<file path="src/pcr_pkg.sv">
// ============================================================================
// pcr_pkg
// Shared types and constants of the polygon corner rounding core.
// ============================================================================
package pcr_pkg;

  localparam int COORD_W        = 32;
  localparam int RAD_W          = 31;
  localparam int CNT_W          = 13;
  localparam int MAX_POINTS_DEF = 4096;
  localparam int IDX_LIMIT      = 8191;

  // Bezier circle handle factor 0.5519 in Q0.16, and the rounding half.
  localparam logic [15:0] TAN_Q16  = 16'd36169;
  localparam logic [47:0] TAN_HALF = 48'd32768;

  typedef struct packed {
    logic signed [COORD_W-1:0] y;
    logic signed [COORD_W-1:0] x;
  } vtx_t;

  // Request to the point unit: the corner and the neighbor to move toward.
  typedef struct packed {
    vtx_t c;
    vtx_t o;
  } pcr_req_t;

  // Response of the point unit: the moved point and its tangent.
  typedef struct packed {
    vtx_t                      p;
    logic signed [COORD_W-1:0] ty;
    logic signed [COORD_W-1:0] tx;
  } pcr_rsp_t;

endpackage

</file>
<file path="src/pcr_point_unit.sv">
// ============================================================================
// pcr_point_unit
// Computes one rounded point: the corner moved toward a neighbor by
// min(dist/2, radius), plus its tangent. Squares, the square root, the
// scaling products and the divisions all run one bit per cycle.
// ============================================================================
module pcr_point_unit
  import pcr_pkg::*;
(
  input  logic             clk_i,
  input  logic             rst_ni,
  input  logic             start_i,
  input  pcr_req_t         req_i,
  input  logic [RAD_W-1:0] radius_i,
  output logic             done_o,
  output pcr_rsp_t         rsp_o
);

  typedef enum logic [3:0] {
    ST_IDLE, ST_LOAD, ST_SQ, ST_SUM, ST_ROOT, ST_MIN, ST_MUL, ST_DIV, ST_TAN, ST_DONE
  } state_e;

  localparam logic [6:0] MUL_LAST  = 7'd32;
  localparam logic [6:0] ROOT_LAST = 7'd32;
  localparam logic [6:0] DIV_LAST  = 7'd63;

  state_e      state_q;
  logic [6:0]  cnt_q;
  logic        axis_q;

  logic signed [COORD_W-1:0] cx_q, cy_q;
  logic signed [COORD_W:0]   dx_q, dy_q;
  logic [COORD_W:0]          mcand_q, mplier_q;
  logic [65:0]               prod_q;
  logic [63:0]               sx_q;
  logic [65:0]               rad_q;
  logic [33:0]               rem_q;
  logic [32:0]               root_q;
  logic [32:0]               drem_q;
  logic [RAD_W-1:0]          m_q;
  logic signed [COORD_W-1:0] offx_q, offy_q, tx_q, ty_q;

  logic [COORD_W:0] ax, ay;
  logic [33:0]      mul_sum;
  logic [65:0]      mul_next;
  logic [35:0]      root_t;
  logic [34:0]      root_trial;
  logic             root_ge;
  logic [33:0]      div_t;
  logic             div_ge;
  logic [32:0]      div_rem;
  logic [31:0]      half;
  logic [RAD_W-1:0] m_new;
  logic [RAD_W-1:0] quot;
  logic signed [COORD_W-1:0] off_new;
  logic signed [COORD_W-1:0] off_sel;
  logic [COORD_W-1:0] off_mag;
  logic [47:0]      tan_prod;
  logic signed [COORD_W-1:0] tan_new;
  logic             neg_sel;

  // Magnitudes of the two differences.
  assign ax = dx_q[COORD_W] ? (~dx_q + 1'b1) : dx_q;
  assign ay = dy_q[COORD_W] ? (~dy_q + 1'b1) : dy_q;

  // Shift-add multiplier step: one multiplier bit per cycle.
  assign mul_sum  = {1'b0, prod_q[65:33]} + (mplier_q[0] ? {1'b0, mcand_q} : 34'd0);
  assign mul_next = {mul_sum, prod_q[32:1]};

  // Square root step: one result bit per cycle.
  assign root_t     = {rem_q, rad_q[65:64]};
  assign root_trial = {root_q, 2'b01};
  assign root_ge    = root_t >= {1'b0, root_trial};

  // Restoring division step: one quotient bit per cycle.
  assign div_t   = {drem_q, prod_q[63]};
  assign div_ge  = div_t >= {1'b0, root_q};
  assign div_rem = div_ge ? 33'(div_t - {1'b0, root_q}) : div_t[32:0];
  assign quot    = {prod_q[RAD_W-2:0], div_ge};

  // Scale distance: the smaller of half the distance and the radius.
  assign half  = root_q[32:1];
  assign m_new = ({1'b0, radius_i} < half) ? radius_i : half[RAD_W-1:0];

  assign neg_sel = axis_q ? dy_q[COORD_W] : dx_q[COORD_W];
  assign off_new = neg_sel ? -$signed({1'b0, quot}) : $signed({1'b0, quot});

  // Tangent: minus 0.5519 times the offset, rounded on the magnitude.
  assign off_sel  = axis_q ? offy_q : offx_q;
  assign off_mag  = off_sel[COORD_W-1] ? 32'(-off_sel) : off_sel;
  assign tan_prod = {17'd0, off_mag[RAD_W-1:0]} * {32'd0, TAN_Q16} + TAN_HALF;
  assign tan_new  = off_sel[COORD_W-1] ? $signed(tan_prod[47:16])
                                       : -$signed(tan_prod[47:16]);

  // Sequencer state.
  always_ff @(posedge clk_i or negedge rst_ni) begin
    if (!rst_ni) begin
      state_q <= ST_IDLE;
      cnt_q   <= '0;
      axis_q  <= 1'b0;
    end else begin
      case (state_q)
        ST_IDLE: begin
          if (start_i) state_q <= ST_LOAD;
        end
        ST_LOAD: begin
          state_q <= ST_SQ;
          cnt_q   <= '0;
          axis_q  <= 1'b0;
        end
        ST_SQ: begin
          cnt_q <= cnt_q + 7'd1;
          if (cnt_q == MUL_LAST) begin
            cnt_q <= '0;
            if (axis_q) begin
              state_q <= ST_SUM;
            end else begin
              axis_q <= 1'b1;
            end
          end
        end
        ST_SUM: begin
          state_q <= ST_ROOT;
          cnt_q   <= '0;
        end
        ST_ROOT: begin
          cnt_q <= cnt_q + 7'd1;
          if (cnt_q == ROOT_LAST) state_q <= ST_MIN;
        end
        ST_MIN: begin
          cnt_q  <= '0;
          axis_q <= 1'b0;
          state_q <= (root_q == '0) ? ST_TAN : ST_MUL;
        end
        ST_MUL: begin
          cnt_q <= cnt_q + 7'd1;
          if (cnt_q == MUL_LAST) begin
            cnt_q   <= '0;
            state_q <= ST_DIV;
          end
        end
        ST_DIV: begin
          cnt_q <= cnt_q + 7'd1;
          if (cnt_q == DIV_LAST) begin
            cnt_q <= '0;
            if (axis_q) begin
              axis_q  <= 1'b0;
              state_q <= ST_TAN;
            end else begin
              axis_q  <= 1'b1;
              state_q <= ST_MUL;
            end
          end
        end
        ST_TAN: begin
          axis_q <= ~axis_q;
          if (axis_q) state_q <= ST_DONE;
        end
        ST_DONE: begin
          state_q <= ST_IDLE;
        end
        default: begin
          state_q <= ST_IDLE;
        end
      endcase
    end
  end

  // Datapath registers.
  always_ff @(posedge clk_i) begin
    case (state_q)
      ST_IDLE: begin
        if (start_i) begin
          cx_q <= req_i.c.x;
          cy_q <= req_i.c.y;
          dx_q <= $signed({req_i.o.x[COORD_W-1], req_i.o.x})
                - $signed({req_i.c.x[COORD_W-1], req_i.c.x});
          dy_q <= $signed({req_i.o.y[COORD_W-1], req_i.o.y})
                - $signed({req_i.c.y[COORD_W-1], req_i.c.y});
        end
      end
      ST_LOAD: begin
        mcand_q  <= ax;
        mplier_q <= ax;
        prod_q   <= '0;
      end
      ST_SQ: begin
        prod_q   <= mul_next;
        mplier_q <= mplier_q >> 1;
        if (cnt_q == MUL_LAST && !axis_q) begin
          sx_q     <= mul_next[63:0];
          mcand_q  <= ay;
          mplier_q <= ay;
          prod_q   <= '0;
        end
      end
      ST_SUM: begin
        rad_q  <= {2'b00, sx_q} + prod_q;
        rem_q  <= '0;
        root_q <= '0;
      end
      ST_ROOT: begin
        rad_q <= {rad_q[63:0], 2'b00};
        if (root_ge) begin
          rem_q  <= 34'(root_t - {1'b0, root_trial});
          root_q <= {root_q[31:0], 1'b1};
        end else begin
          rem_q  <= root_t[33:0];
          root_q <= {root_q[31:0], 1'b0};
        end
      end
      ST_MIN: begin
        m_q      <= m_new;
        mcand_q  <= ax;
        mplier_q <= {2'b00, m_new};
        prod_q   <= '0;
        offx_q   <= '0;
        offy_q   <= '0;
      end
      ST_MUL: begin
        prod_q   <= mul_next;
        mplier_q <= mplier_q >> 1;
        drem_q   <= '0;
      end
      ST_DIV: begin
        drem_q <= div_rem;
        prod_q <= {prod_q[65:64], prod_q[62:0], div_ge};
        if (cnt_q == DIV_LAST) begin
          if (axis_q) begin
            offy_q <= off_new;
          end else begin
            offx_q   <= off_new;
            mcand_q  <= ay;
            mplier_q <= {2'b00, m_q};
            prod_q   <= '0;
          end
        end
      end
      ST_TAN: begin
        if (axis_q) ty_q <= tan_new;
        else        tx_q <= tan_new;
      end
      default: begin
      end
    endcase
  end

  assign done_o  = (state_q == ST_DONE);
  assign rsp_o.p.x = cx_q + offx_q;
  assign rsp_o.p.y = cy_q + offy_q;
  assign rsp_o.tx  = tx_q;
  assign rsp_o.ty  = ty_q;

endmodule

</file>
<file path="src/polygon_corner_rounding_core.sv">
// Flow: an open-path end vertex passes through states ST_NEXT and ST_OUT, waiting for a free
// output; each rounded point is computed in the bit-serial point unit (two 33-step squares,
// a 33-step square root, and two 33-step products each with a 64-step division).
// Vertices are taken one at a time; a vertex yields up to six points.
// The next vertex is taken once the last point is loaded.
// Reset: rst_ni clears the path state, the radius and the output valid at once.
// ============================================================================
// polygon_corner_rounding_core
// Rounds the corners of vertex paths into pairs of Bezier points; open ends pass through.
// ============================================================================
module polygon_corner_rounding_core
  import pcr_pkg::*;
#(
  parameter int MAX_POINTS = MAX_POINTS_DEF
) (
  input  logic               clk_i,
  input  logic               rst_ni,
  // Configuration: corner_radius.
  input  logic               cfg_valid_i,
  output logic               cfg_ready_o,
  input  logic [RAD_W-1:0]   cfg_data_i,
  // Vertex stream.
  input  logic               s_axis_tvalid,
  output logic               s_axis_tready,
  // pos_x, pos_y, tan_in_x, tan_in_y, tan_out_x, tan_out_y
  input  logic [191:0]       s_axis_tdata,
  // path_first, path_closed
  input  logic [1:0]         s_axis_tuser,
  input  logic               s_axis_tlast,
  // Point stream.
  output logic               m_axis_tvalid,
  input  logic               m_axis_tready,
  // point_x, point_y, point_in_x, point_in_y, point_out_x, point_out_y,
  // point_index, zero pad
  output logic [207:0]       m_axis_tdata,
  output logic               m_axis_tlast
);

  localparam logic [CNT_W-1:0] VCAP =
    CNT_W'((MAX_POINTS < IDX_LIMIT) ? MAX_POINTS : IDX_LIMIT);

  typedef enum logic [1:0] {ST_IDLE, ST_NEXT, ST_CALC, ST_OUT} state_e;

  state_e           state_q;
  logic [RAD_W-1:0] radius_q;
  logic [CNT_W-1:0] cnt_q;
  logic             closed_q;
  logic [2:0]       cv_q;
  logic             pass_q;
  logic             is_pass_q;
  logic             side_q;
  logic [1:0]       jsel_q;
  logic             m_valid_q;

  vtx_t start_q, second_q, older_q, newer_q;
  vtx_t             cp_q [3];
  vtx_t             cc_q [3];
  vtx_t             cn_q [3];
  logic [CNT_W-1:0] cidx_q [3];
  logic             cfin_q [3];
  vtx_t                      pv_q;
  logic signed [COORD_W-1:0] pinx_q, piny_q, poutx_q, pouty_q;
  logic [CNT_W-1:0]          pidx_q;
  logic                      pfin_q;

  logic signed [COORD_W-1:0] ox_q, oy_q, oinx_q, oiny_q, ooutx_q, oouty_q;
  logic [CNT_W-1:0]          oidx_q;
  logic                      ofin_q;

  logic             in_acc, out_free;
  logic             first_eff, closed_eff, last;
  logic [CNT_W-1:0] k, two_k, cnt_next;
  vtx_t             cur, second_eff;
  logic [1:0]       jnext;
  logic             start;
  pcr_req_t         req;
  pcr_rsp_t         rsp;
  logic             done;

  assign cfg_ready_o   = 1'b1;
  assign s_axis_tready = (state_q == ST_IDLE);
  assign in_acc        = s_axis_tvalid && s_axis_tready;
  assign out_free      = !m_valid_q || m_axis_tready;

  // Path bookkeeping for the incoming vertex.
  assign cur.x      = s_axis_tdata[31:0];
  assign cur.y      = s_axis_tdata[63:32];
  assign last       = s_axis_tlast;
  assign first_eff  = s_axis_tuser[0] || (cnt_q == '0);
  assign closed_eff = first_eff ? s_axis_tuser[1] : closed_q;
  assign k          = first_eff ? '0 : cnt_q;
  assign two_k      = {k[CNT_W-2:0], 1'b0};
  assign second_eff = (k == CNT_W'(1)) ? cur : second_q;
  assign cnt_next   = last ? '0 : ((k < VCAP) ? k + CNT_W'(1) : k);

  // Earliest pending corner goes first.
  assign jnext = cv_q[0] ? 2'd0 : (cv_q[1] ? 2'd1 : 2'd2);
  assign start = (state_q == ST_NEXT) && (cv_q != '0);
  assign req.c = cc_q[jnext];
  assign req.o = side_q ? cn_q[jnext] : cp_q[jnext];

  pcr_point_unit u_point (
    .clk_i    (clk_i),
    .rst_ni   (rst_ni),
    .start_i  (start),
    .req_i    (req),
    .radius_i (radius_q),
    .done_o   (done),
    .rsp_o    (rsp)
  );

  // Control state and output valid.
  always_ff @(posedge clk_i or negedge rst_ni) begin
    if (!rst_ni) begin
      state_q   <= ST_IDLE;
      radius_q  <= '0;
      cnt_q     <= '0;
      closed_q  <= 1'b0;
      cv_q      <= '0;
      pass_q    <= 1'b0;
      is_pass_q <= 1'b0;
      side_q    <= 1'b0;
      jsel_q    <= '0;
      m_valid_q <= 1'b0;
    end else begin
      if (cfg_valid_i) radius_q <= cfg_data_i;
      if (m_valid_q && m_axis_tready) m_valid_q <= 1'b0;
      case (state_q)
        ST_IDLE: begin
          if (in_acc) begin
            closed_q <= closed_eff;
            cnt_q    <= cnt_next;
            cv_q     <= {closed_eff && last && (k != '0), closed_eff && last, k >= CNT_W'(2)};
            pass_q   <= !closed_eff && ((k == '0) || last);
            side_q   <= 1'b0;
            state_q  <= ST_NEXT;
          end
        end
        ST_NEXT: begin
          if (cv_q != '0) begin
            jsel_q    <= jnext;
            is_pass_q <= 1'b0;
            state_q   <= ST_CALC;
          end else if (pass_q) begin
            is_pass_q <= 1'b1;
            state_q   <= ST_OUT;
          end else begin
            state_q <= ST_IDLE;
          end
        end
        ST_CALC: begin
          if (done) state_q <= ST_OUT;
        end
        ST_OUT: begin
          if (out_free) begin
            m_valid_q <= 1'b1;
            state_q   <= ST_NEXT;
            if (is_pass_q) begin
              pass_q <= 1'b0;
            end else begin
              side_q <= ~side_q;
              if (side_q) cv_q[jsel_q] <= 1'b0;
            end
          end
        end
        default: begin
          state_q <= ST_IDLE;
        end
      endcase
    end
  end

  // Vertex history and pending corners.
  always_ff @(posedge clk_i) begin
    if (in_acc) begin
      if (k == '0)       start_q  <= cur;
      if (k == CNT_W'(1)) second_q <= cur;
      older_q <= newer_q;
      newer_q <= cur;
      cp_q[0]   <= older_q;
      cc_q[0]   <= newer_q;
      cn_q[0]   <= cur;
      cidx_q[0] <= closed_eff ? two_k - CNT_W'(2) : two_k - CNT_W'(3);
      cfin_q[0] <= 1'b0;
      if (k == '0) begin
        cp_q[1]   <= cur;
        cc_q[1]   <= cur;
        cn_q[1]   <= cur;
        cidx_q[1] <= '0;
        cfin_q[1] <= 1'b1;
      end else begin
        cp_q[1]   <= newer_q;
        cc_q[1]   <= cur;
        cn_q[1]   <= start_q;
        cidx_q[1] <= two_k;
        cfin_q[1] <= 1'b0;
      end
      cp_q[2]   <= cur;
      cc_q[2]   <= start_q;
      cn_q[2]   <= second_eff;
      cidx_q[2] <= '0;
      cfin_q[2] <= 1'b1;
      pv_q    <= cur;
      pinx_q  <= s_axis_tdata[95:64];
      piny_q  <= s_axis_tdata[127:96];
      poutx_q <= s_axis_tdata[159:128];
      pouty_q <= s_axis_tdata[191:160];
      pidx_q  <= (k == '0) ? '0 : two_k - CNT_W'(1);
      pfin_q  <= last;
    end
  end

  // Output register payload.
  always_ff @(posedge clk_i) begin
    if (state_q == ST_OUT && out_free) begin
      if (is_pass_q) begin
        ox_q    <= pv_q.x;
        oy_q    <= pv_q.y;
        oinx_q  <= pinx_q;
        oiny_q  <= piny_q;
        ooutx_q <= poutx_q;
        oouty_q <= pouty_q;
        oidx_q  <= pidx_q;
        ofin_q  <= pfin_q;
      end else if (!side_q) begin
        ox_q    <= rsp.p.x;
        oy_q    <= rsp.p.y;
        oinx_q  <= '0;
        oiny_q  <= '0;
        ooutx_q <= rsp.tx;
        oouty_q <= rsp.ty;
        oidx_q  <= cidx_q[jsel_q];
        ofin_q  <= 1'b0;
      end else begin
        ox_q    <= rsp.p.x;
        oy_q    <= rsp.p.y;
        oinx_q  <= rsp.tx;
        oiny_q  <= rsp.ty;
        ooutx_q <= '0;
        oouty_q <= '0;
        oidx_q  <= cidx_q[jsel_q] + CNT_W'(1);
        ofin_q  <= cfin_q[jsel_q];
      end
    end
  end

  assign m_axis_tvalid = m_valid_q;
  assign m_axis_tdata  = {3'b000, oidx_q, oouty_q, ooutx_q, oiny_q, oinx_q, oy_q, ox_q};
  assign m_axis_tlast  = ofin_q;

endmodule

</file>
<file path="config.mk">
export PLATFORM = sky130hd
export DESIGN_NAME = polygon_corner_rounding_core
export DESIGN_NICKNAME = d
export VERILOG_FILES = /design/src/pcr_pkg.sv /design/src/pcr_point_unit.sv /design/src/polygon_corner_rounding_core.sv
export SDC_FILE = /design/constraint.sdc
export NUM_CORES = 2
export LEC_CHECK = 0
export ABC_AREA = 1
export BUFFER_PORTS_ARGS = -buffer_cell sky130_fd_sc_hd__buf_2
export CAP_MARGIN = 20
export CELL_PAD_IN_SITES_DETAIL_PLACEMENT = 2
export CELL_PAD_IN_SITES_GLOBAL_PLACEMENT = 2
export CORE_MARGIN = 2
export CORE_UTILIZATION = 30
export CTS_CLUSTER_SIZE = 16
export DETAILED_ROUTE_END_ITERATION = 8
export HOLD_SLACK_MARGIN = 0.1
export MAX_ROUTING_LAYER = met4
export PLACE_DENSITY_LB_ADDON = 0.1
export RECOVER_POWER = 25
export SETUP_SLACK_MARGIN = 0.15
export SLEW_MARGIN = 20
export SYNTH_ARGS = -nofsm -noshare
export SYNTH_HDL_FRONTEND = slang
export SYNTH_SLANG_ARGS = --single-unit
</file>
<file path="constraint.sdc">
create_clock -name clk_i -period 21 [get_ports clk_i]
set_clock_uncertainty 0.2 [all_clocks]
set_input_delay 4.2 -clock clk_i [delete_from_list [all_inputs] [get_ports clk_i]]
set_output_delay 4.2 -clock clk_i [all_outputs]
set_load 0.03 [all_outputs]
</file>
==> impl_metrics.py <==
metrics = {
    "worst_hold_path": {
        "hold_path.startpoint": "start_q[25]",
        "timing.hold.worst_endpoint": "cc_q[2][25]",
        "hold-path-cell-count": 0,
        "holdCritPathClass": "flop to flop",
    },
    "global_route": {
        "vias_in_the_first_global_route": 80600,
        "global_route.overflow_total": 0,
        "grt_most_used_layer": "met2",
        "global_route.usage.total_pct": 24.3,
        "antenna_found_initial": 53,
        "grt_first_pass_wirelength_mm": 556,
        "grt_util_met2_pct": 40.0,
        "grt_start_max_net_pins": 149,
        "grt_util_met3_pct": 2.01,
        "use_met1_pct": 32.5,
    },
    "clocking": {
        "cts_root_buffer": "clkbuf_16",
        "htree_num_levels": 4,
        "worst_setup_hold_path_clk_slew_ps": 60,
        "tritoncts_buffer_count": 198,
        "post_cts_setup_bufs": 0,
        "clock_path_buffers": 4,
        "hold_buffers": 0,
        "insertion_delay_ps": 910,
        "tritoncts": "done",
        "tritoncts_num_sinks": 1606,
        "postCtsResizedCells": 0,
    },
    "sta": {
        "timing.final.hold_violations": 0,
        "post-route-min-period_ps": 10790,
        "maxClockFrequency_mhz": 92.7,
        "unrepaired_setup_endpoints_after_global_routing": "false",
        "final.period_utilization_pct": 51.4,
        "worst_slew_pin_slew_ps": 6000,
        "slew_violations": 1124,
        "finalSetupTns_ps": 0,
        "setup_viol_count_final": 0,
        "slew_headroom_pct": -300,
    },
    "logic_synthesis": {
        "post_synth_main_area_contributors": "edfxtp_1 (49%), nand2_1 (8.0%), ha_1 (7.5%), inv_1 (5.5%), o21ai_0 (4.0%)",
        "seq_area_frac_synth_pct": 51.1,
        "syn-instance-count": 9882,
        "synth_top_flop_cell": "edfxtp_1",
        "synth_largest_type_area_fraction_pct": 49.3,
        "yosys-top-cells-count": "nand2_1 (2006), edfxtp_1 (1537), inv_1 (1370)",
        "yosys_register_bits": 1606,
        "synth_area_leader_cell": "edfxtp_1",
        "most_numerous_cell_in_the_yosys_netlist": "nand2_1",
        "synth_enable_flop_cells": 1537,
        "synth_area_um2": 93600,
        "postSynthAreaPerCell_um2": 9.48,
        "post_synth_num_cell_types": 65,
        "fraction_of_registers_with_async_set_reset_pct": 4.23,
        "yosys_warnings": 0,
    },
    "cells_and_area": {
        "nets": 11300,
        "n_fill_cell": 34200,
        "syn2layout_area_growth_pct": 14.7,
        "layout-drive-gt1-share_pct": 9.50,
    },
    "detailed_routing": {
        "drt_pass_1_iters": 5,
        "drt.antenna.violating_nets": 0,
        "postRouteWirelength_mm": 380,
        "dr_total_vias": 75000,
        "post-route-drc-count": 0,
        "route.detailed.wl_per_inst_um": 25.9,
        "first_iter_violations": 4795,
        "avgViaCountPerCell": 5.11,
    },
    "setup_path": {
        "crit_fanout": 62,
        "worstSetupEndpointType": "flop",
        "arrival_ps": 11060,
        "critPathKind": "flop to flop",
        "critPathRequiredTime_ps": 21270,
        "reg2reg_slack_ps": 10210,
        "ff2ff_path_depth": 9,
        "worst_r2r_endpoint": "u_point.rem_q[9]",
        "reg2reg_from": "u_point.state_q[2]",
        "worstPathCellList": "inv_1, nor2_1, inv_1, nor2_1, clkinv_1, clkbuf_1, o21ai_0, clkbuf_1, buf_4",
        "timing.critical_path.slowest_cell_delay_ps": 3450,
        "crit_slowest_cell": "o21ai_0",
        "cp-start-kind": "flop",
    },
    "floorplanning": {
        "die_width_um": 563,
        "placeableCoreArea_um2": 311000,
        "floorplan.die.height_um": 563,
        "row_count": 205,
        "die_outline_area_um2": 317000,
        "design.portCount": 443,
        "floorplan.initialDensity_pct": 30.1,
    },
    "run_status": {
        "outcome": "finished with violations",
        "failed_checks": "max-capacitance violations, max-slew violations",
    },
    "placed_design": {
        "i_o_buffers": 438,
        "gp_routability_congestion": 0.889,
        "dp_hpwl_mm": 296,
    },
    "run": {
        "cap_violations": 23,
    },
}
-- per-layer routing --
metal | up-vias | share of wire (%)
met1 | 38500 | 46
li1 | 34900 | -
met4 | 0 | 2.4
met3 | 400 | 3.3
met5 | - | 0
met2 | 1273 | 48
-- per-stage QoR --
stage	utilization (%)	setup WS, ps	cells	area (um^2)	hold slack [ps]
after floorplan	-	1640	9884	93700	218
after global placement	32.4	11430	14300	101000	227
after detailed placement	32.4	11440	14300	101000	234
after CTS	34.6	11730	14600	108000	241
after global routing	34.5	8670	14700	107000	249
final	34.5	10210	14700	107000	246
-- worst max-delay path: cells and delay by family, from the launching register on --
kind | cells | cell delay, ps
buffers and inverters | 6 | 6030
AO/OA/AOI/OAI | 1 | 3450
flip-flops | 1 | 390
AND/OR/NAND/NOR | 2 | 200
-- kinds of logic after synthesis --
kind of cell / count (synthesis) / synth area share (%)
AO/OA/AOI/OAI: 1962 / 12.3
XOR/XNOR: 335 / 3.13
adder cells (fa/ha/maj): 700 / 10.5
buffers and inverters: 1669 / 6.85
flip-flops: 1606 / 51.1
multiplexers: 17 / 0.182
other: 2 / 0.00802
AND/OR/NAND/NOR: 3591 / 16.0
-- layout by cell type, fill, tap and decap left out, types with 26 or more instances in the layout --
cell / count
a21o_1: 30
o21ai_2: 27
o22ai_1: 70
clkinv_1: 50
inv_1: 1369
nand2_1: 2003
nor2_1: 764
a21oi_1: 606
o211ai_1: 49
clkbuf_1: 53
xor2_1: 226
ha_1: 563
o21ai_0: 754
fa_1: 137
or2_2: 83
buf_4: 67
nor3_1: 91
o21bai_1: 32
nor4_1: 36
buf_2: 437
dfrtp_1: 65
o221ai_1: 65
clkbuf_16: 198
nand4_1: 65
clkinv_2: 32
edfxtp_1: 1537
a32o_1: 33
nand3_1: 441
a31oi_1: 66
bufinv_16: 29
a221oi_1: 89
diode_2: 26
xnor2_1: 108
-- layout make-up --
type                    count  area [um^2]  share of cell area (%)
diodes                     26         65.1                  0.0606
clock buffers             224         5060                    4.71
clock inverters           141         1610                    1.50
inverters                1388         5220                    4.86
multi-input cells        6609        39500                    36.8
flip-flops and latches   1606        47900                    44.6
well taps                4140         5180                    4.82
repair buffers            535         2850                    2.66
-- sequential cells by signal, indices dropped and copies added, names as in the netlist, 34 cells and up --
register	cells
cc_q	67
start_q	64
u_point.rad_q	66
pv_q	62
u_point.rem_q	34
u_point.prod_q	66
u_point.sx_q	64
cp_q	128
second_q	62
cn_q	67
older_q	62
-- how the worst max path moves through the flow --
stage	from	endpoint	slack, ps	depth (start not counted)
after floorplan	s_axis_tvalid	cc_q[0][31]	1640	4
after global placement	u_point.offy_q[31]	u_point.tx_q[20]	11430	28
after detailed placement	s_axis_tvalid	cn_q[1][16]	11440	9
after CTS	u_point.axis_q	u_point.tx_q[19]	11730	33
after global routing	u_point.state_q[2]	u_point.rem_q[9]	8670	9
final	u_point.state_q[2]	u_point.rem_q[9]	10210	9
Power is not shown: default switching activity piles up to over one toggle a cycle in this logic, so the estimate is an artifact.
